<file path="src/hdl/lprt_pkg.sv">
// ----------------------------------------------------------------------------
// LRU tracker package
// Shared sizes, operation and status codes, and the per-cell command type
// for the least-recently-used page tracker.
// ----------------------------------------------------------------------------
package lprt_pkg;

    localparam int CAPACITY    = 64;
    localparam int MAX_VICTIMS = 8;
    localparam int PAGE_BITS   = 40;

    localparam int IDX_W  = (CAPACITY > 1) ? $clog2(CAPACITY) : 1;
    localparam int CNT_W  = $clog2(CAPACITY + 1);
    localparam int RANK_W = 3;
    localparam int VCNT_W = $clog2(MAX_VICTIMS + 1);
    localparam int VK_W   = (VCNT_W > RANK_W) ? VCNT_W : RANK_W;
    localparam int CMP_W  = (CNT_W > VK_W) ? CNT_W : VK_W;

    localparam int OP_W     = 2;
    localparam int STATUS_W = 3;
    localparam int IN_TDATA_W   = ((PAGE_BITS + 7) / 8) * 8;
    localparam int OUT_TDATA_W  = ((PAGE_BITS + RANK_W + 7) / 8) * 8;
    localparam int OUT_TUSER_W  = STATUS_W + 1;

    // Operation codes.
    localparam logic [OP_W-1:0] OP_ACCESS  = 2'd0;
    localparam logic [OP_W-1:0] OP_REQUEST = 2'd1;
    localparam logic [OP_W-1:0] OP_EVICTED = 2'd2;

    // Result status codes.
    localparam logic [STATUS_W-1:0] STS_HIT         = 3'd0;
    localparam logic [STATUS_W-1:0] STS_INSERTED    = 3'd1;
    localparam logic [STATUS_W-1:0] STS_FULL        = 3'd2;
    localparam logic [STATUS_W-1:0] STS_REMOVED     = 3'd3;
    localparam logic [STATUS_W-1:0] STS_NOT_TRACKED = 3'd4;
    localparam logic [STATUS_W-1:0] STS_VICTIM      = 3'd5;

    // Cell commands.
    localparam logic [1:0] CELL_HOLD     = 2'd0;
    localparam logic [1:0] CELL_SHIFT_DN = 2'd1;
    localparam logic [1:0] CELL_SHIFT_UP = 2'd2;

    typedef struct packed {
        logic [1:0] cmd;
        logic       capture;
    } cell_ctrl_t;

endpackage

</file>
<file path="src/hdl/lprt_cell.sv">
// ----------------------------------------------------------------------------
// LRU tracker cell
// One position of the recency stack: holds a page and its valid bit, takes
// the entry of either neighbor on command, and registers a page match.
// ----------------------------------------------------------------------------
module lprt_cell (
    input  logic                          clk,
    input  logic                          rst_n,
    input  lprt_pkg::cell_ctrl_t          ctrl,
    input  logic [lprt_pkg::PAGE_BITS-1:0] cmp_page,
    input  logic [lprt_pkg::PAGE_BITS-1:0] prev_page,
    input  logic                          prev_valid,
    input  logic [lprt_pkg::PAGE_BITS-1:0] next_page,
    input  logic                          next_valid,
    output logic [lprt_pkg::PAGE_BITS-1:0] page,
    output logic                          valid,
    output logic                          match
);

    logic [lprt_pkg::PAGE_BITS-1:0] page_reg;
    logic [lprt_pkg::PAGE_BITS-1:0] page_next;
    logic                          valid_reg;
    logic                          valid_next;
    logic                          match_reg;
    logic                          match_next;

    always_comb
    begin
        page_next  = page_reg;
        valid_next = valid_reg;
        case (ctrl.cmd)
            lprt_pkg::CELL_SHIFT_DN:
            begin
                page_next  = prev_page;
                valid_next = prev_valid;
            end
            lprt_pkg::CELL_SHIFT_UP:
            begin
                page_next  = next_page;
                valid_next = next_valid;
            end
            default:
            begin
                page_next  = page_reg;
                valid_next = valid_reg;
            end
        endcase
        match_next = ctrl.capture ? (valid_reg && (page_reg == cmp_page)) : match_reg;
    end

    always_ff @(posedge clk or negedge rst_n)
    begin
        if (!rst_n)
        begin
            valid_reg <= 1'b0;
            match_reg <= 1'b0;
        end
        else
        begin
            valid_reg <= valid_next;
            match_reg <= match_next;
        end
    end

    always_ff @(posedge clk)
    begin
        page_reg <= page_next;
    end

    assign page  = page_reg;
    assign valid = valid_reg;
    assign match = match_reg;

endmodule

</file>
<file path="config.mk">
export PLATFORM = sky130hd
export DESIGN_NAME = lprt_cell
export DESIGN_NICKNAME = d
export VERILOG_FILES = /design/src/hdl/lprt_pkg.sv /design/src/hdl/lprt_cell.sv
export SDC_FILE = /design/constraint.sdc
export NUM_CORES = 1
export LEC_CHECK = 0
export BUFFER_PORTS_ARGS = -buffer_cell sky130_fd_sc_hd__buf_4
export CELL_PAD_IN_SITES_DETAIL_PLACEMENT = 1
export CELL_PAD_IN_SITES_GLOBAL_PLACEMENT = 2
export CORE_UTILIZATION = 23
export CTS_CLUSTER_DIAMETER = 60
export DETAILED_ROUTE_END_ITERATION = 10
export GPL_TIMING_DRIVEN = 0
export PLACE_DENSITY_LB_ADDON = 0.1
export SETUP_SLACK_MARGIN = 0.2
export SLEW_MARGIN = 10
export SYNTH_ARGS = -nofsm -noshare
export SYNTH_HDL_FRONTEND = slang
export SYNTH_SLANG_ARGS = --single-unit
</file>
<file path="constraint.sdc">
create_clock -name clk -period 2 [get_ports clk]
set_input_delay 0.1 -clock clk [delete_from_list [all_inputs] [get_ports clk]]
set_output_delay 0.1 -clock clk [all_outputs]
set_load 0.01 [all_outputs]
</file>
### After elaboration in Yosys (flattened, before gate mapping)

Cells that the tools add are included.

* register bits: 42
* input port bits: 127
* output and inout bits: 42
* word-level logic and storage cells: 10

* equality and inequality tests: 3
* multiplexer cells: 2
* reductions and logical operators: 2

Operators by type and width (count)
* one-hot mux 40 bit (2 select lines): 1
* == test 40 bit: 1
* == test 2 x 1 -> 1 bit (second input constant): 1
* == test 2 bit (second input constant): 1
* one-hot mux 1 bit (2 select lines): 1
* nonzero test 2 bit: 1
* logical AND 1 bit: 1

### Depth between registers and ports, before layout

Gate-level depths: netlist (run 1).

* depth after elaboration: 2
* mapped depth: 6
* gate-level depth less buffers: 4

### Least setup slack after synthesis (run 1)

No wires, ideal clock.

* kind: input port to flip-flop
* from: input ctrl[1] (netlist name)
* to: register page_reg, in the netlist page[0] (enable)
* setup time: 0.395 ns
* arrival: 1.228 ns
* data required time: 1.605 ns
* slack: 0.378 ns
* stages on the path: 3
* buffers on the path: 0
* cells stage by stage: inv_1 > ha_1 > inv_1

* cells in the longest elaborated chain, start to end: 2
* elaborated cells on any way between the ends: 3
* those cells by class: eq/ne (2); reduce/logical (1)

Ends and longest elaborated chain
* from (decl): line lprt_cell.sv:9 `input lprt_pkg::cell_ctrl_t ctrl,`
* == test 2 bit / == test 2 x 1 -> 1 bit (equally long branches): line lprt_cell.sv:31 `case (ctrl.cmd)`
* nonzero test 2 bit (no line) (*)
* to (signal assigned): line lprt_cell.sv:67 `page_reg <= page_next;`
* to (decl): line lprt_cell.sv:20 `logic [lprt_pkg::PAGE_BITS-1:0] page_reg;`

Every way passes the cells marked *; elsewhere a longest branch is shown, timed or not.
A chain may end at the register's enable or synchronous reset.

### Final worst setup path (run 1)

* from: register page_reg, in the netlist page[18]
* to: register match_reg (netlist: match)

* cells in the longest elaborated chain, start to end: 2

Ends and longest elaborated chain
* == test 40 bit: line lprt_cell.sv:48 `match_next = ctrl.capture ? (valid_reg && (page_reg == cmp_page)) : match_reg;`
* logical AND 1 bit: line lprt_cell.sv:48
* to (signal assigned): line lprt_cell.sv:61 `match_reg <= match_next;`
* to (decl): line lprt_cell.sv:24 `logic match_reg;`

Every way passes these cells.

==> metrics, run 1 <==
synthesized area=0.00221 mm²; critical path fanouts, max=2; Total Routed Length=7.11 mm; cts hold-fix bufs=1; DP Area=0.00366 mm²; type of origin of the critical path=flip-flop; worst r2r dst=match; Yosys warning count=0; final worst-path cycle share=80.8%; register bit total from synthesis=42; R2R depth=4; total power density per cell area=691 mW/mm²; Max Clock Freq=619 MHz; Worst Path Buf+Inv=0; ratio of cells with drive above 1 in the final layout=67.9%; Crit path arrival time=1.83 ns; Hold Vio Cnt, Final=0; status=complete, no violations; Worst Path Class, Setup=flip-flop to flip-flop; Largest register FFs=40; CTS Buf Count=5; wire per inst=15.6 µm; post-CTS setup buffers=0; CTS Sinks=42; Worst VDD drop=0.308 mV; unrepaired setup endpoints after global routing=false; critical path, cell by cell=xnor2_1 -> nand4_1 -> or4_1 -> o31ai_1; global-route wire length before repair=10.2 mm; CTS H-tree depth=2; end of the worst hold path=match; clk_skew=0.0123 ns; DRT iter0 DRCs=22; dominant cell type by area after synthesis=edfxtp_1; Pins Over Slew Limit=0; unique cell type count in the Yosys netlist=19; CTS tree=done; min Tclk post-route=1.62 ns; Worst path slowest cell=or4_1; clk slew on worst S/H paths=0.09 ns; Port Buffer Count=168; diode count=0; design area=0.00377 mm²; WHS Path Cells=3; DP Wirelength=5.74 mm; Syn Inst Count=149; total core area=0.00928 mm²; gp weighted congestion=0.668; final setup violation count=0; worst r2r src=page[18]; via count=1,886; Worst R2R Setup Slack=0.38 ns; area grow syn2layout=70.5%; Max Cap Violations=0; Root Driver=clkbuf_8; vias in the first global route=1,986; Die X=100 µm; family with the most delay on the worst path=simple AND/OR/NAND/NOR gates; slowest stage delay, CP=0.53 ns; Clock Path Buffers=2; Crit. End Element=flip-flop; die area=0.0100 mm²; post-layout util=40.7%; vias per cell=4.14; register area share after synthesis=56.5%; top post-synthesis cells by area=edfxtp_1, mux2_2, xor2_1; Worst-Margin Slew=0.506 ns; Top Ports=169; Critical Path RT=2.21 ns; largest net degree at the start of global routing=23; Tot GR Track Use=14.1%; drc violations=0; Initial Utilization=23.8%; num rows=35; Max-Slew Margin vs Limit=66.0%; clock latency on the worst-skew pair=0.30 ns; nets=454; post-cts resize count=0; initial antenna violation count=0; first-pass detailed-route iteration total=3; ANT nets after route=0; worst hold start=ctrl[0]; share of the synthesized area in the top cell type=54.3%; Vert. Die Dim=100 µm; Syn Nets=277; global route overflow=0; worst hold slack=0.0759 ns; Leak=1.64 nW; class of the worst hold path=input port to flip-flop; Post-Syn Area per Cell=14.9 µm²
[through the flow]
| stage | power [mW] | std cells | setup slack (ns) | TNS (ns) |
|---|---|---|---|---|
| floorplan | 1.50 | 149 | 0.378 | 0 |
| global placement | 1.94 | 446 | -0.221 | -8.72 |
| detailed placement | 1.96 | 447 | 0.362 | 0 |
| CTS | 2.67 | 456 | 0.345 | 0 |
| global route | 2.75 | 456 | 0.243 | 0 |
| finish | 2.61 | 456 | 0.384 | 0 |
[worst register-to-register path, delay by kind of cell (launching register included)]
kind	cells	cell delay [ns]
AO/OA/AOI/OAI	1	0.25
XOR/XNOR	1	0.17
flip-flops	1	0.43
AND/OR/NAND/NOR	2	0.67
[worst max-delay path by stage]
| stage | depth (start not counted) | startpoint | to |
|---|---|---|---|
| 6_report | 4 | page[18] | match |
| 5_1_grt | 4 | page[21] | match |
| 4_1_cts | 4 | page[21] | match |
| 3_5_place_dp | 4 | page[21] | match |
| 3_3_place_gp | 4 | ctrl[1] | page[0] |
| 2_1_floorplan | 3 | ctrl[1] | page[0] |
[final cells by class]
type	instances	area [µm²]
tap	129	161
clock buffer	5	68.8
sequential	42	1250
multi-input combinational	100	931
buffer	5	23.8
inverter	2	7.51
timing repair buffer	170	1290
fill	1048	5510
clock inverter	3	40.0
[cells in the final DEF, fill, tap and decap left out]
cell type      netlist  routed
nor3_1               1       1
or4_1                1       1
nor4_1               6       6
nand2_1              1       1
dlygate4sd3_1        0       1
o21ai_0              1       1
xnor2_1             13      13
mux2i_1              1       1
dfrtp_1              2       2
o31ai_1              1       1
buf_12               0       1
buf_4                0     168
nand4_1              4       4
mux2_2              40      40
clkbuf_8             0       5
inv_2                0       1
bufinv_16            0       1
clkinv_2             0       2
nand3_1              2       2
clkbuf_1             1       1
ha_1                 1       1
nand2b_1             1       1
edfxtp_1            40      40
inv_1                2       1
buf_2                4       4
xor2_1              27      27
[synthesized netlist by cell type (all sizes together)]
cell type and number:
nand2 1, dfrtp 2, ha 1, nand4 4, buf 4, edfxtp 40
xnor2 13, xor2 27, nand3 2, or4 1, o21ai 1, inv 2
nor4 6, o31ai 1, clkbuf 1, mux2i 1, nand2b 1, mux2 40
nor3 1
[metal layers]
metal  routed length [µm]  share of wire [%]  GRT usage [%]
met1                 2820                 40           16.1
met3                  596                8.4           4.81
met5                    0                  0              0
met2                 3620                 51           25.0
met4                   74                1.0           3.68
[power breakdown]
group          switching (mW)  internal (mW)
combinational           0.282          0.443
sequential             0.0829           1.12
clock                   0.318          0.368
[logic make-up (layout without fill, tap and decap cells)]
| logic type | after synthesis | count (layout) | share of synthesized area [%] |
|---|---|---|---|
| adders and majority gates | 1 | 1 | 0.565 |
| xor gates and xnor gates | 40 | 40 | 15.8 |
| AOI/OAI and AO/OA | 2 | 2 | 0.565 |
| and+or+nand+nor | 16 | 16 | 4.30 |
| DFF | 42 | 42 | 56.5 |
| buffers and inverters | 7 | 185 | 1.41 |
| muxes | 41 | 41 | 20.8 |
Note: power is estimated with default switching activity, not from simulation.
==> run 2, diff against run 1 <==
- ABC_AREA: unset -> 1
- CORE_UTILIZATION: 23 -> 20
- clock period: 2 -> 1.4 ns (I/O delays scaled with it)
==> run 2 against run 1 <==
Critical path depth up 5. Sequential cell count is the same. First-iteration DRC count increased by 82%. Sequential power up 43%. Core utilization fell by 5.6 points. Non-clock buffer count up 7. Via count increased by 32%. Final cell count rose by 40%. Routed wire length grew 17%. Critical endpoint unchanged. Largest cell class unchanged. Largest power group unchanged.
==> metrics, run 2 <==
status=complete, no violations; diode count=0 (unchanged); Crit. End Element=flip-flop; vias per cell=3.91 (-5.6%); Yosys warning count=0 (unchanged); commonest non-fill, non-tap cell in the layout=buf_4; Initial Utilization=20.9% (-3.0 points); most common cell in the synthesized netlist=nand2_1; Top Ports=169 (unchanged); dominant cell type by area after synthesis=edfxtp_1; DP Wirelength=6.47 mm (+13%); Pwr Total=4.17 mW (+60%); first-pass detailed-route iteration total=4 (+1); clk_skew=0.00417 ns (-0.00812 ns); synthesized area=0.00256 mm² (+16%); most frequent cells in the layout=buf_4, nand2_1, inv_1; total power density per cell area=969 mW/mm² (+40%); CTS H-tree depth=2 (unchanged); post-route insts no fill=638 (+40%); total core area=0.0123 mm² (+32%); Worst-Margin Slew=0.584 ns (+0.0787 ns); Sw Ratio=27.7% (+1.5 points); type of origin of the critical path=flip-flop; post-layout util=35.1% (-5.6 points); Max-Slew Margin vs Limit=60.8% (-5.1 points); Worst VDD drop=0.471 mV (+53%); top post-synthesis cells by area=edfxtp_1, mux2_2, nand2_1; Vert. Die Dim=115 µm (+15%); unrepaired setup endpoints after global routing=true; drc violations=0 (unchanged); via count=2,492 (+32%); min Tclk post-route=1.21 ns (-0.405 ns); design area=0.00430 mm² (+14%); Worst Path Class, Setup=flip-flop to flip-flop; Syn Inst Count=283 (+90%); Tot GR Track Use=12.8% (-1.3 points); gp weighted congestion=0.651 (-2.5%); num rows=40 (+14%); clock power share=29.2% (+2.9 points); Max Cap Violations=0 (unchanged); wire per inst=13.1 µm (-16%); Root Driver=clkbuf_16; Async SR Flop Fraction=4.76% (unchanged); register area share after synthesis=48.9% (-7.6 points); Seq pwr share=41.3% (-4.6 points); unique cell type count in the Yosys netlist=17 (-2); Post-Syn Area per Cell=9.04 µm² (-39%); die area=0.0132 mm² (+32%); Placed Cells incl. Taps=619 (+38%); DRT iter0 DRCs=40 (+82%); Leak=2.14 nW (+30%); ANT nets after route=0 (unchanged); Comb pwr share=29.4% (+1.6 points); final setup violation count=0 (unchanged); Pint=3.01 mW (+56%); final worst-path cycle share=86.5% (+5.7 points); Pins Over Slew Limit=0 (unchanged); Synth top cells by count=nand2_1, inv_1, edfxtp_1; CTS tree=done; Max Clock Freq=826 MHz (+33%); Syn Nets=411 (+48%); Clock Path Buffers=2 (unchanged); Hold Vio Cnt, Final=0 (unchanged); Die X=115 µm (+15%); initial antenna violation count=0 (unchanged); Largest register FFs=40 (unchanged); share of the synthesized area in the top cell type=47.0% (-7.3 points); vias in the first global route=2,602 (+31%); area grow syn2layout=68.1%; class of the worst hold path=input port to flip-flop; CTS Sinks=42 (unchanged); nets=597 (+31%); CTS Buf Count=5 (unchanged); critical path fanouts, max=3 (+1); DP Area=0.00405 mm² (+11%); register bit total from synthesis=42 (unchanged); Crit path arrival time=1.45 ns (-0.38 ns); largest net degree at the start of global routing=22 (-4.3%); global route overflow=0 (unchanged); clk slew on worst S/H paths=0.06 ns (-0.03 ns); global-route wire length before repair=12.4 mm (+21%); Port Buffer Count=168 (unchanged); Total Routed Length=8.34 mm (+17%); EDFF count, synth=40 (unchanged); Fin Setup TNS=0 ns (unchanged); prevailing post-synth register cell=edfxtp_1; clock latency on the worst-skew pair=0.29 ns (about the same); ratio of cells with drive above 1 in the final layout=51.1% (-17 points); switching power=1.15 mW (+69%); Critical Path RT=1.63 ns (-0.58 ns)
==> run 2: changes by cell type after synthesis, sizes merged, moves of 2 or more <==
cell and delta:
nand4 -2, xnor2 -7, a21oi +2, xor2 -25, inv +53, nand2 +88, or2 +4, nor2 +29
nor4 -6, o22ai +2
==> run 2: worst paths after layout <==
path                            startpoint    end  slack [ns]  depth (start not counted)
worst min register to register       match  match        0.49                          2
worst max-delay path              page[14]  match        0.19                          9
max in group asynchronous            rst_n  valid        1.21                          2
worst max register to register    page[14]  match        0.19                          9
min in group asynchronous            rst_n  match        0.10                          2
worst min-delay path            prev_valid  valid        0.03                          3
==> run 2: power by group through the flow <==
stage | combinational, mW | clock [mW] | sequential (mW)
after floorplan | 0.423 | 0 | 1.82
after global placement | 1.17 | 0 | 1.74
after detailed placement | 1.18 | 0 | 1.75
after CTS | 1.21 | 1.30 | 1.73
after global routing | 1.36 | 1.32 | 1.75
final | 1.23 | 1.22 | 1.72
==> run 2: area by class of cell <==
| class | instances | area (µm²) |
|---|---|---|
| flip-flops and latches | 42 | 1250 |
| repair inverters | 2 | 12.5 |
| plain buffers | 5 | 50.0 |
| clock buffers | 8 | 146 |
| multi-input cells | 181 | 1080 |
| fillers | 1461 | 7960 |
| repair buffers | 177 | 1330 |
| well taps | 168 | 210 |
| inverters | 55 | 218 |
==> run 2: routing by layer <==
metal | vias to the layer above | global-route usage (%) | wire length (µm)
met3 | 8 | 4.69 | 783
met5 | - | 0 | 0
met4 | 0 | 5.97 | 141
met2 | 99 | 22.1 | 4060
li1 | 1262 | - | -
met1 | 1123 | 13.9 | 3360
==> run 2: cells by family after synthesis <==
| logic type | Yosys count | synth area share [%] |
|---|---|---|
| buf+inv | 60 | 10.0 |
| fa+ha+maj | 1 | 0.489 |
| xor+xnor | 8 | 2.74 |
| simple gates | 127 | 19.4 |
| mux | 39 | 17.2 |
| compound gates | 6 | 1.27 |
| flops | 42 | 48.9 |
==> run 2: metrics by stage <==
| stage | hold slack [ns] | setup WS [ns] |
|---|---|---|
| 6_report | 0.0306 | 0.189 |
| 5_1_grt | 0.0265 | 0.0768 |
| 4_1_cts | 0.0161 | 0.141 |
| 3_5_place_dp | -0.139 | -0.521 |
| 3_3_place_gp | -0.139 | -0.510 |
| 2_1_floorplan | -0.226 | 0.109 |
==> run 2: critical path, stage by stage, from the launching register on <==
cell and delay (ns):
edfxtp_1 0.41, nand2_1 0.09, nand2_1 0.06, nor2_2 0.13
nand2_1 0.08, nor2_2 0.14, nand2_1 0.06, nor2_1 0.08
nand2_1 0.05, nand2_1 0.06
==> run 2: timing repair <==
action                                  in CTS  in global routing
endpoints found under the hold margin        2                  0
setup buffers                                2                  6
resized for setup                            3                  3
endpoints found under the setup margin      42                 10
pin swaps                                    1                  1
hold buffers                                 1                  0
cloned                                       1                  1
