==> config.mk <==
export PLATFORM = sky130hd
export DESIGN_NAME = lprt_enc
export DESIGN_NICKNAME = d
export VERILOG_FILES = /design/src/hdl/lprt_pkg.sv /design/src/hdl/lprt_enc.sv
export SDC_FILE = /design/constraint.sdc
export NUM_CORES = 1
export LEC_CHECK = 0
export BUFFER_PORTS_ARGS = -buffer_cell sky130_fd_sc_hd__buf_4
export CORE_MARGIN = 1
export CORE_UTILIZATION = 33
export CTS_BUF_LIST = sky130_fd_sc_hd__clkbuf_8
export CTS_CLUSTER_DIAMETER = 30
export CTS_CLUSTER_SIZE = 30
export DETAILED_ROUTE_END_ITERATION = 7
export PLACE_DENSITY_LB_ADDON = 0.15
export SYNTH_ARGS = -nofsm -noshare
export SYNTH_HDL_FRONTEND = slang
export SYNTH_SLANG_ARGS = --single-unit
==> constraint.sdc <==
create_clock -name clk -period 1.5 [get_ports clk]
set_clock_uncertainty 0.1 [all_clocks]
set_input_delay 0.3 -clock clk [delete_from_list [all_inputs] [get_ports clk]]
set_output_delay 0.3 -clock clk [all_outputs]
set_load 0.01 [all_outputs]
==> src/hdl/lprt_pkg.sv <==
// ----------------------------------------------------------------------------
// LRU tracker package
// Shared sizes, operation and status codes, and the per-cell command type
// for the least-recently-used page tracker.
// ----------------------------------------------------------------------------
package lprt_pkg;

    localparam int CAPACITY    = 64;
    localparam int MAX_VICTIMS = 8;
    localparam int PAGE_BITS   = 40;

    localparam int IDX_W  = (CAPACITY > 1) ? $clog2(CAPACITY) : 1;
    localparam int CNT_W  = $clog2(CAPACITY + 1);
    localparam int RANK_W = 3;
    localparam int VCNT_W = $clog2(MAX_VICTIMS + 1);
    localparam int VK_W   = (VCNT_W > RANK_W) ? VCNT_W : RANK_W;
    localparam int CMP_W  = (CNT_W > VK_W) ? CNT_W : VK_W;

    localparam int OP_W     = 2;
    localparam int STATUS_W = 3;
    localparam int IN_TDATA_W   = ((PAGE_BITS + 7) / 8) * 8;
    localparam int OUT_TDATA_W  = ((PAGE_BITS + RANK_W + 7) / 8) * 8;
    localparam int OUT_TUSER_W  = STATUS_W + 1;

    // Operation codes.
    localparam logic [OP_W-1:0] OP_ACCESS  = 2'd0;
    localparam logic [OP_W-1:0] OP_REQUEST = 2'd1;
    localparam logic [OP_W-1:0] OP_EVICTED = 2'd2;

    // Result status codes.
    localparam logic [STATUS_W-1:0] STS_HIT         = 3'd0;
    localparam logic [STATUS_W-1:0] STS_INSERTED    = 3'd1;
    localparam logic [STATUS_W-1:0] STS_FULL        = 3'd2;
    localparam logic [STATUS_W-1:0] STS_REMOVED     = 3'd3;
    localparam logic [STATUS_W-1:0] STS_NOT_TRACKED = 3'd4;
    localparam logic [STATUS_W-1:0] STS_VICTIM      = 3'd5;

    // Cell commands.
    localparam logic [1:0] CELL_HOLD     = 2'd0;
    localparam logic [1:0] CELL_SHIFT_DN = 2'd1;
    localparam logic [1:0] CELL_SHIFT_UP = 2'd2;

    typedef struct packed {
        logic [1:0] cmd;
        logic       capture;
    } cell_ctrl_t;

endpackage

==> src/hdl/lprt_enc.sv <==
// ----------------------------------------------------------------------------
// LRU tracker match encoder
// Turns the one-hot match row of the cells into a registered hit flag and
// the position of the matching cell.
// ----------------------------------------------------------------------------
module lprt_enc (
    input  logic                           clk,
    input  logic                           rst_n,
    input  logic [lprt_pkg::CAPACITY-1:0]  match,
    output logic                           hit,
    output logic [lprt_pkg::IDX_W-1:0]     idx
);

    logic                       hit_reg;
    logic                       hit_next;
    logic [lprt_pkg::IDX_W-1:0] idx_reg;
    logic [lprt_pkg::IDX_W-1:0] idx_next;

    // Pages in the stack are distinct, so at most one bit is set and each
    // index bit is an OR over the positions that carry that bit.
    always_comb
    begin
        idx_next = '0;
        for (int b = 0; b < lprt_pkg::IDX_W; b++)
        begin
            for (int i = 0; i < lprt_pkg::CAPACITY; i++)
            begin
                if (((i >> b) & 1) == 1)
                begin
                    idx_next[b] = idx_next[b] | match[i];
                end
            end
        end
        hit_next = |match;
    end

    always_ff @(posedge clk or negedge rst_n)
    begin
        if (!rst_n)
        begin
            hit_reg <= 1'b0;
            idx_reg <= '0;
        end
        else
        begin
            hit_reg <= hit_next;
            idx_reg <= idx_next;
        end
    end

    assign hit = hit_reg;
    assign idx = idx_reg;

endmodule

[After elaboration in Yosys (flattened, before gate mapping)]
Index checks and enable logic that the tools add are counted.
Storage, ports and cells
  output and inout port bits: 7
  flip-flop bits (word level): 7
  input bits: 66
Operators by class
  bitwise logic cells: 186
  reductions and logical operators: 1
Operators with widths (count)
  $or 1x1->1: 186
  $reduce_or 64->1: 1

[Longest topological paths before layout]
Gate-level depths: netlist of run 1.
  depth after elaboration: 31
  depth in mapped cells: 4

[Least setup slack after synthesis of run 1]
Ideal clock, no wire load.
  path type: input port to flip-flop
  start: input port match[34] (netlist bit)
  end: register idx_reg, in the netlist idx[5]
  slack: -0.129 ns
  data arrival time: 1.398 ns
  stages: 3
  setup time: 0.132 ns
  path through: or4_4 > nor4_2 > or3b_1
On the way
  word-level cells in the longest chain between the ends: 30
RTL lines
  from (decl): RTL line lprt_enc.sv:9  | input logic [lprt_pkg::CAPACITY-1:0] match,
  $or 1x1->1 (30 in series): RTL line lprt_enc.sv:30  | idx_next[b] = idx_next[b] | match[i];
  named net idx_next (one bit): RTL line lprt_enc.sv:17  | logic [lprt_pkg::IDX_W-1:0] idx_next;
  to (signal assigned): RTL line lprt_enc.sv:47  | idx_reg <= idx_next;
  to (decl): RTL line lprt_enc.sv:16  | logic [lprt_pkg::IDX_W-1:0] idx_reg;
The timed path passes the listed nets, and every way through them passes these cells.

[Final worst setup path of run 1]
Same ends and word-level chain as after synthesis.

==> impl_metrics.csv, run 1 <==
group,metric,value,unit
run_status,status,"complete, but fails checks",
run_status,violations,"negative setup slack",
min_path,hp-start,"match[0]",
global_route,grt_pass1_wl,4520,um
critical_path,crit_start,"match[34]",
power_and_ir_drop,leakagePower,0.554,nW
global_route,grt_overflow_total,0,
cells_and_area,nNetsFinal,225,
placement,hpwl,2350,um
drt,vias_per_cell,6.29,
floorplanning,dieWidth,41.8,um
min_path,hold_path.class,"in2reg",
yosys,synth_enable_flop_cells,0,
yosys,syn_area,522,um2
global_route,antenna_found_initial,0,
timing,max_freq,0.642,GHz
cells_and_area,final-instance-count-excl-fill,173,
yosys,avgSynthCellArea,7.91,um2
drt,drc,0,
power_and_ir_drop,ir_worst_vdd,0.378,mV
clock_network,root_buffer,"clkbuf_8",
placement,place_ws,-328,ps
critical_path,required,1500,ps
yosys,synth_area_leaders,"dfrtp_1, nor4_1, nand4_1",
clock_network,cts_made_buffers,3,
clock_network,postCtsSetupBuffers,0,
timing,hold_viol,0,
drt,routed_wl,3050,um
yosys,synth.area.mux_share,0,%
yosys,synth-xor-area-share,0,%
timing,setup_viol_count_final,1,
clock_network,h-tree-depth,1,
timing,slew_headroom,75.2,%
yosys,async_flop_share,100,%
floorplanning,io_pins,73,
cells_and_area,antennaDiodeCount,0,
clock_network,cts_tree,"done",
yosys,synth_top_area_cell,"dfrtp_1",
placement,dp_cells,168,
floorplanning,row_count,13,
yosys,synth_nets,132,
critical_path,critPathArrivalTime,1560,ps
power_and_ir_drop,p_per_area,524,nW/um2
yosys,synthSimpleGateAreaFrac,66.4,%
yosys,ys_types,14,
floorplanning,dieArea,1740,um2
clock_network,clock_sinks,7,
critical_path,critPathMaxStageDelay,560,ps
clock_network,cts.path.max_buffers,2,
yosys,synth-compound-area-share,0,%
critical_path,crit_path_top_delay_cell,"or4_4",
drt,vias,1089,
critical_path,path_cells,"buf_6, or4_4, nor4_4, or3b_1",
global_route,gr-usage-all-layers,34.2,%
timing,final.setup.tns,-57.3,ps
timing,drv_slew,0,
drt,firstDrtPassIters,4,
critical_path,critPathCaptureType,"flip-flop",
drt,wl_per_cell,17.6,um
yosys,ys_top_cells_by_count,"nor4_1, nand2_1, dfrtp_1, nor2_1, nand4_1",
global_route,grt_max_degree,8,
yosys,synthAdderAreaFrac,0,%
yosys,ys_seq_elements,7,
critical_path,cp_num_buf_inv,1,
placement,portBuffers,72,
drt,ant_nets,0,
timing,min_period,1560,ps
timing,rsz0062_at_grt,"true",
floorplanning,dieHeight,41.8,um
yosys,synth_top_area_share,33.6,%
yosys,synthCells,66,
critical_path,cp-start-kind,"input port",
clock_network,clk_pin_slew,50,ps
timing,worstMarginPinSlew,369,ps
flow_run,maxCapViolations,0,
yosys,ys_seq_area_share,33.6,%
yosys,synth_ff_type,"dfrtp_1",
floorplanning,start_util,37.7,%
cells_and_area,largest_register_ffs,6,
critical_path,path_delay_family,"simple AND/OR/NAND/NOR gates",
yosys,yosysMostFrequentCell,"nor4_1",
yosys,ys_warn_count,0,
cells_and_area,syn_to_final_growth,151,%
timing,fin_crit_sh,104,%
timing,hold_ws,217,ps
timing,setup_slack,-57.3,ps
placement,place_congestion,0.937,
floorplanning,coreArea,1380,um2
critical_path,cp_max_fo,2,
critical_path,worst-setup-path-type,"in2reg",
yosys,synth_top_family_by_area,"simple AND/OR/NAND/NOR gates",
drt,drtIter0Drc,88,
global_route,grt_pass1_vias,1082,
cells_and_area,drive_gt1_share,62.7,%
power_and_ir_drop,total_power,687,uW
## power breakdown
part	total, mW	internal [mW]	switching [mW]
Sequential	0.190	0.190	0.0000000000394
Clock	0.265	0.177	0.0871
Combinational	0.233	0.145	0.0876
## worst paths after layout
path	slack, ps	cells after the start	end
max	-60	4	idx[5]
min	220	3	hit
min in group asynchronous	320	2	idx[0]
max in group asynchronous	850	2	hit
## cells by family after synthesis
kind of cell and after synthesis:
flip-flops 7, AND/OR/NAND/NOR 59
## cell usage in the layout, fill, tap and decap left out
cell            n
buf_4          85
buf_6           2
clkbuf_8        3
dfrtp_1         7
dlygate4sd3_1   1
inv_1           1
nand2_1         8
nand3_1         3
nand4_1         6
nand4b_1        1
nor2_1          7
nor3_1          2
nor4_1         20
nor4_2          4
nor4_4          2
nor4b_2         1
or2_2           1
or3b_1          1
or4_1           2
or4_4           1
## stage by stage
step | util, % | area (um2)
final | 94.8 | 1310
after CTS | 92.4 | 1280
after floorplan | - | 528
after global routing | 94.8 | 1310
after detailed placement | 86.8 | 1200
after global placement | 86.8 | 1200
## metal layers
metal	global-route usage [%]	up-vias	part of all wire, %	routed length [um]
met1	32.4	491	33	1010
met5	0	-	0	0
met2	63.7	118	51	1560
met3	6.52	14	12	354
li1	-	466	-	-
met4	25.2	0	4.2	127
## worst min-delay path: stages
cell and delay (ps):
buf_4 90, nor4b_2 40, nand4b_1 80
## final cells by class
cell class	count	area, um2
Tap cell	15	18.8
Fill cell	38	71.3
Clock buffer	3	41.3
Timing Repair Buffer	88	671
Clock inverter	1	3.75
Sequential cell	7	175
Multi-Input combinational cell	59	402
## what timing repair did
action,in CTS,in global routing
gates resized for setup,4,5
setup endpoints to repair,1,4
endpoints found under the hold margin,7,0
hold buffers,1,0
Note: power is estimated with default switching activity, not from simulation.
==> run 2: changes to the inputs <==
--- a/config.mk
+++ b/config.mk
@@ -10,9 +10,9 @@
 export CORE_UTILIZATION = 33
 export CTS_BUF_LIST = sky130_fd_sc_hd__clkbuf_8
 export CTS_CLUSTER_DIAMETER = 30
-export CTS_CLUSTER_SIZE = 30
+export CTS_CLUSTER_SIZE = 14
 export DETAILED_ROUTE_END_ITERATION = 7
-export PLACE_DENSITY_LB_ADDON = 0.15
+export PLACE_DENSITY = 0.95
 export SYNTH_ARGS = -nofsm -noshare
 export SYNTH_HDL_FRONTEND = slang
 export SYNTH_SLANG_ARGS = --single-unit
==> impl_metrics.csv, run 2 <==
group,metric,value,unit
run_status,status,"stopped before the end",
run_status,haltStage,"global routing",
run_status,firstError,"[ERROR GRT-0232] Routing congestion too high. Check the congestion heatmap in the GUI.",
global_route,gr-usage-all-layers,62.3,%
timing,grt-worst-endpoint,"idx[5]$_DFF_PN0_/D",
clock_network,clock_sinks,7,
clock_network,postCtsSetupBuffers,0,
yosys,synth_ff_type,"dfrtp_1",
placement,dp_cells,169,
placement,hpwl,2430,um
yosys,synth_top_area_cell,"dfrtp_1",
yosys,syn_area,522,um2
clock_network,h-tree-depth,1,
clock_network,cts.path.max_buffers,2,
floorplanning,dieHeight,41.8,um
yosys,ys_top_cells_by_count,"nor4_1, nand2_1, dfrtp_1, nor2_1, nand4_1",
clock_network,root_buffer,"clkbuf_8",
placement,place_congestion,0.944,
placement,portBuffers,72,
yosys,ys_seq_elements,7,
yosys,yosysMostFrequentCell,"nor4_1",
yosys,synth_top_area_share,33.6,%
yosys,avgSynthCellArea,7.91,um2
floorplanning,row_count,13,
clock_network,cts_made_buffers,3,
yosys,ys_types,14,
yosys,ys_seq_area_share,33.6,%
yosys,synth_nets,132,
yosys,ys_warn_count,0,
timing,worst_endpoint_kind,"sequential cell input",
yosys,synthCells,66,
yosys,synth_area_leaders,"dfrtp_1, nor4_1, nand4_1",
floorplanning,start_util,37.7,%
yosys,async_flop_share,100,%
yosys,synth_enable_flop_cells,0,
floorplanning,dieWidth,41.8,um
floorplanning,io_pins,73,
global_route,grt_overflow_total,2,
global_route,grt_max_degree,8,
-- run 2: logic make-up after synthesis --
| kind of cell | after synthesis | synth area share, % |
|---|---|---|
| AND/OR/NAND/NOR | 59 | 66.4 |
| flip-flops | 7 | 33.6 |
-- run 2: what timing repair did --
| item | CTS |
|---|---|
| endpoints found under the setup margin | 1 |
| pin swaps | 0 |
| hold buffers | 1 |
| resized for setup | 4 |
| endpoints found under the hold margin | 7 |
-- run 2: metal layers --
layer  overflow  global-route usage (%)
met5          0                    13.3
met4          1                    60.0
met3          0                    42.6
met2          1                    83.8
met1          0                    60.9
-- run 2: through the flow --
stage	setup TNS [ps]	util [%]	setup WS [ps]	cell area, um2	hold slack, ps
3_5_place_dp	-1190	87.3	-363	1210	13.8
4_1_cts	-117	92.7	-117	1280	208
3_3_place_gp	-941	87.3	-267	1210	11.7
2_1_floorplan	-142	-	-129	528	-95.6
==> run 3: changes to the inputs <==
==> config.mk (replaced) <==
export PLATFORM = sky130hd
export DESIGN_NAME = lprt_enc
export DESIGN_NICKNAME = d
export VERILOG_FILES = /design/src/hdl/lprt_pkg.sv /design/src/hdl/lprt_enc.sv
export SDC_FILE = /design/constraint.sdc
export NUM_CORES = 1
export LEC_CHECK = 0
export BUFFER_PORTS_ARGS = -buffer_cell sky130_fd_sc_hd__buf_4
export CORE_AREA = 2 2 63 65
export DETAILED_ROUTE_END_ITERATION = 7
export DIE_AREA = 0 0 65 67
export PLACE_DENSITY_LB_ADDON = 0.15
export SYNTH_ARGS = -nofsm -noshare
export SYNTH_HDL_FRONTEND = slang
export SYNTH_SLANG_ARGS = --single-unit
==> impl_metrics.csv, run 3 (synthesis gave the netlist of run 1 again) <==
group,metric,value,unit
run_status,status,"complete, but fails checks",
run_status,violations,"negative setup slack",
cells_and_area,regArea,175,um2
floorplanning,row_count,22,
clock_network,postCtsSetupBuffers,0,
power_and_ir_drop,ir_worst_vdd,0.175,mV
global_route,grt_pass1_wl,4430,um
drt,drtIter0Drc,55,
drt,wl_per_cell,13.5,um
clock_network,cts_made_buffers,3,
floorplanning,dieArea,4360,um2
timing,drv_slew,0,
floorplanning,io_pins,73,
cells_and_area,largest_register_ffs,6,
placement,place_congestion,0.768,
flow_run,maxCapViolations,0,
floorplanning,coreArea,3610,um2
critical_path,critPathCaptureType,"flip-flop",
timing,fin_crit_sh,103,%
clock_network,h-tree-depth,1,
cells_and_area,syn_to_final_growth,169,%
drt,drc,0,
critical_path,worst-setup-path-type,"in2reg",
global_route,grt_use_met3,2.03,%
cells_and_area,layout_common_cells,"buf_4, nor4_1, nand2_1",
clock_network,cts.path.max_buffers,2,
global_route,grt_max_degree,8,
timing,hold_viol,0,
placement,place_ws,-334,ps
placement,portBuffers,72,
timing,rsz0062_at_grt,"true",
power_and_ir_drop,p_per_area,491,nW/um2
drt,vias_per_cell,4.46,
power_and_ir_drop,leakagePower,0.583,nW
timing,slew_headroom,73.8,%
min_path,hold_path.class,"in2reg",
drt,routed_wl,2880,um
floorplanning,start_util,14.5,%
placement,hpwl,2580,um
timing,setup_slack,-46.2,ps
cells_and_area,drive_gt1_share,64.8,%
clock_network,clk_pin_slew,40,ps
timing,worstMarginPinSlew,390,ps
timing,min_period,1550,ps
critical_path,crit_start,"match[34]",
clock_network,clock_sinks,7,
critical_path,cp-start-kind,"input port",
min_path,hp-start,"match[38]",
clock_network,root_buffer,"clkbuf_8",
global_route,gr-usage-met1,15.4,%
clock_network,cts_tree,"done",
critical_path,required,1500,ps
global_route,grt_pass1_vias,1011,
global_route,use_met2,24.9,%
drt,ant_nets,0,
cells_and_area,final_common_cell,"buf_4",
cells_and_area,multi_input_area,398,um2
cells_and_area,nNetsFinal,232,
timing,setup_viol_count_final,1,
drt,vias,951,
global_route,grt_overflow_total,0,
timing,final.setup.tns,-46.2,ps
critical_path,critPathArrivalTime,1550,ps
timing,max_freq,0.647,GHz
global_route,antenna_found_initial,0,
floorplanning,dieHeight,67,um
critical_path,cp_max_fo,2,
global_route,top_usage_layer,"met2",
cells_and_area,fill_cells,387,
drt,firstDrtPassIters,4,
floorplanning,dieWidth,65,um
global_route,gr-usage-all-layers,13.5,%
cells_and_area,antennaDiodeCount,0,
## run 3: critical path, cell delays in order
cell	delay [ps]
buf_6	90
or4_4	550
nor4_4	230
or3b_1	370
## run 3: area by class of cell
class / count / area share, %
Multi-Input combinational cell: 59 / 28.4
Tap cell: 48 / 4.29
Timing Repair Buffer: 95 / 51.6
Sequential cell: 7 / 12.5
Clock buffer: 4 / 3.21
## run 3: metal layers
metal / vias to the layer above / share of wire (%) / wire length, um
li1: 475 / - / -
met1: 423 / 42 / 1210
met2: 48 / 49 / 1420
met3: 5 / 7.2 / 206
met4: 0 / 1.4 / 40
met5: - / 0 / 0
## run 3: report_power, final
| group | switching (mW) | internal [mW] | total [mW] |
|---|---|---|---|
| logic | 0.0824 | 0.155 | 0.237 |
| clock network | 0.0780 | 0.183 | 0.261 |
| registers | 0.0000000000303 | 0.190 | 0.190 |
| total | 0.160 | 0.528 | 0.689 |
## run 3: worst paths after layout
check | end | slack, ps | cells after the start
max | idx[5] | -50 | 4
min | idx[2] | 210 | 3
max in group asynchronous | hit | 840 | 2
min in group asynchronous | idx[5] | 340 | 2
## run 3: timing repair
action	in CTS	in global routing
resized for setup	4	5
hold endpoints to repair	7	0
hold buffers	1	0
setup endpoints to repair	1	5
pin swaps	0	1
## run 3: through the flow
| stage | util [%] | power [mW] | hold slack, ps | area, um2 | std cells |
|---|---|---|---|---|---|
| finish | 38.9 | 0.689 | 210 | 1400 | 213 |
| global route | 38.9 | 0.725 | 226 | 1400 | 213 |
| CTS | 38.0 | 0.691 | 211 | 1370 | 213 |
| detailed placement | 35.9 | 0.418 | 15.2 | 1290 | 208 |
| global placement | 35.9 | 0.415 | 13.7 | 1290 | 208 |
| floorplan | - | 0.215 | -95.6 | 528 | 66 |
==> run 4: changes to the inputs <==
--- a/config.mk
+++ b/config.mk
@@ -5,11 +5,13 @@
 export SDC_FILE = /design/constraint.sdc
 export NUM_CORES = 1
 export LEC_CHECK = 0
+export ABC_CLOCK_PERIOD_IN_PS = 1750
 export BUFFER_PORTS_ARGS = -buffer_cell sky130_fd_sc_hd__buf_4
 export CORE_AREA = 2 2 63 65
 export DETAILED_ROUTE_END_ITERATION = 7
 export DIE_AREA = 0 0 65 67
 export PLACE_DENSITY_LB_ADDON = 0.15
+export RECOVER_POWER = 25
 export SYNTH_ARGS = -nofsm -noshare
 export SYNTH_HDL_FRONTEND = slang
 export SYNTH_SLANG_ARGS = --single-unit
==> constraint.sdc (replaced) <==
create_clock -name clk -period 1.75 [get_ports clk]
set_clock_uncertainty 0.1 [all_clocks]
set_input_delay 0.35 -clock clk [delete_from_list [all_inputs] [get_ports clk]]
set_output_delay 0.35 -clock clk [all_outputs]
set_load 0.01 [all_outputs]
==> impl_metrics.csv, run 4 (synthesis gave the netlist of run 1 again) <==
group,metric,value,unit
cells_and_area,regArea,175,um2
global_route,top_usage_layer,"met2",
floorplanning,coreArea,3610,um2
flow_run,maxCapViolations,0,
critical_path,critPathArrivalTime,1640,ps
clock_network,cts_tree,"done",
critical_path,cp-start-kind,"input port",
drt,wl_per_cell,13.6,um
drt,vias,898,
global_route,antenna_found_initial,0,
cells_and_area,fill_cells,396,
critical_path,cp_num_buf_inv,1,
cells_and_area,final_common_cell,"buf_4",
clock_network,cts.path.max_buffers,2,
global_route,grt_overflow_total,0,
clock_network,cts_made_buffers,3,
timing,hold_viol,0,
critical_path,crit_path_top_delay_cell,"or4_4",
clock_network,root_buffer,"clkbuf_8",
drt,drtIter0Drc,11,
power_and_ir_drop,p_per_area,447,nW/um2
cells_and_area,antennaDiodeCount,0,
timing,fin_crit_sh,93.5,%
clock_network,clk_pin_slew,40,ps
clock_network,clock_sinks,7,
floorplanning,io_pins,73,
clock_network,postCtsSetupBuffers,0,
global_route,grt_use_met3,2.87,%
global_route,gr-usage-met1,15.2,%
timing,max_freq,0.611,GHz
critical_path,critPathCaptureType,"flip-flop",
cells_and_area,nNetsFinal,219,
cells_and_area,drive_gt1_share,56.6,%
cells_and_area,largest_register_ffs,6,
global_route,use_met2,24.0,%
cells_and_area,syn_to_final_growth,138,%
timing,drv_slew,0,
global_route,gr-usage-all-layers,13.2,%
global_route,grt_pass1_vias,1003,
drt,firstDrtPassIters,4,
timing,min_period,1640,ps
power_and_ir_drop,total_power,555,uW
placement,hpwl,2520,um
floorplanning,row_count,22,
critical_path,crit_start,"match[34]",
drt,drc,0,
critical_path,crit_cells,4,
floorplanning,dieArea,4360,um2
critical_path,path_delay_family,"simple AND/OR/NAND/NOR gates",
critical_path,required,1750,ps
floorplanning,start_util,14.5,%
drt,vias_per_cell,4.49,
timing,worstMarginPinSlew,370,ps
critical_path,worst-setup-path-type,"in2reg",
clock_network,h-tree-depth,1,
cells_and_area,multi_input_area,347,um2
run_status,status,"complete, no violations",
placement,placed_area,1190,um2
global_route,grt_pass1_wl,4400,um
floorplanning,dieHeight,67,um
cells_and_area,finish.instance_area,1240,um2
critical_path,critPathMaxStageDelay,530,ps
placement,portBuffers,72,
drt,ant_nets,0,
power_and_ir_drop,ir_worst_vdd,0.150,mV
placement,place_congestion,0.898,
timing,slew_headroom,75.1,%
min_path,hold_path.class,"in2reg",
timing,setup_viol_count_final,0,
timing,hold_ws,269,ps
critical_path,cp_max_fo,2,
cells_and_area,layout_common_cells,"buf_4, nor4_1, nand2_1",
floorplanning,dieWidth,65,um
power_and_ir_drop,leakagePower,0.507,nW
global_route,grt_max_degree,8,
timing,rsz0062_at_grt,"false",
critical_path,path_cells,"buf_4, or4_4, nor4_2, or3b_1",
critical_path,cp-endpoint,"idx[5]",
drt,routed_wl,2730,um
[run 4: changes by cell type in the layout (fill, tap and decap cells not counted), sizes merged]
cell | before | now
buf | 94 | 80
clkbuf | 4 | 5
[run 4: layer usage]
metal	routed length, um	up-vias
li1	-	454
met1	1070	392
met2	1350	48
met3	278	4
met4	23	0
met5	0	-
[run 4: layout make-up]
cell class | instances | area share, %
clock buffers | 4 | 3.63
multi-input cells | 59 | 27.9
flip-flops and latches | 7 | 14.1
well taps | 48 | 4.84
repair buffers | 82 | 49.5
[run 4: worst min-delay path, delay by kind of cell]
kind / cells / cell delay [ps]
buffers and inverters: 1 / 90
and+or+nand+nor: 2 / 120
[run 4: per-stage QoR]
| stage | instances | util (%) | TNS (ps) | setup WS [ps] |
|---|---|---|---|---|
| finish | 200 | 34.4 | 0 | 113 |
| CTS | 200 | 34.5 | 0 | 106 |
| detailed placement | 195 | 33.0 | -169 | -129 |
| global route | 200 | 34.4 | 0 | 3.62 |
| global placement | 195 | 33.0 | -142 | -87.7 |
| floorplan | 66 | - | 0 | 70.5 |
[run 4: worst min path at each step]
| stage | from | end | cells after the start |
|---|---|---|---|
| final | match[38] | idx[2] | 3 |
| after global routing | match[52] | idx[2] | 3 |
| after CTS | match[38] | idx[2] | 3 |
| after detailed placement | rst_n | idx[2] | 1 |
| after global placement | rst_n | hit | 1 |
| after floorplan | rst_n | hit | 0 |
[run 4: power by group]
| part | internal (mW) | switching, mW | total (mW) |
|---|---|---|---|
| Combinational | 0.110 | 0.0594 | 0.170 |
| Clock | 0.157 | 0.0657 | 0.223 |
| Sequential | 0.163 | 0.0000000000243 | 0.163 |
[run 4: timing repair]
| item | in CTS | in global routing |
|---|---|---|
| resized for setup | 0 | 0 |
| hold buffers | 1 | 0 |
| hold endpoints to repair | 7 | 0 |
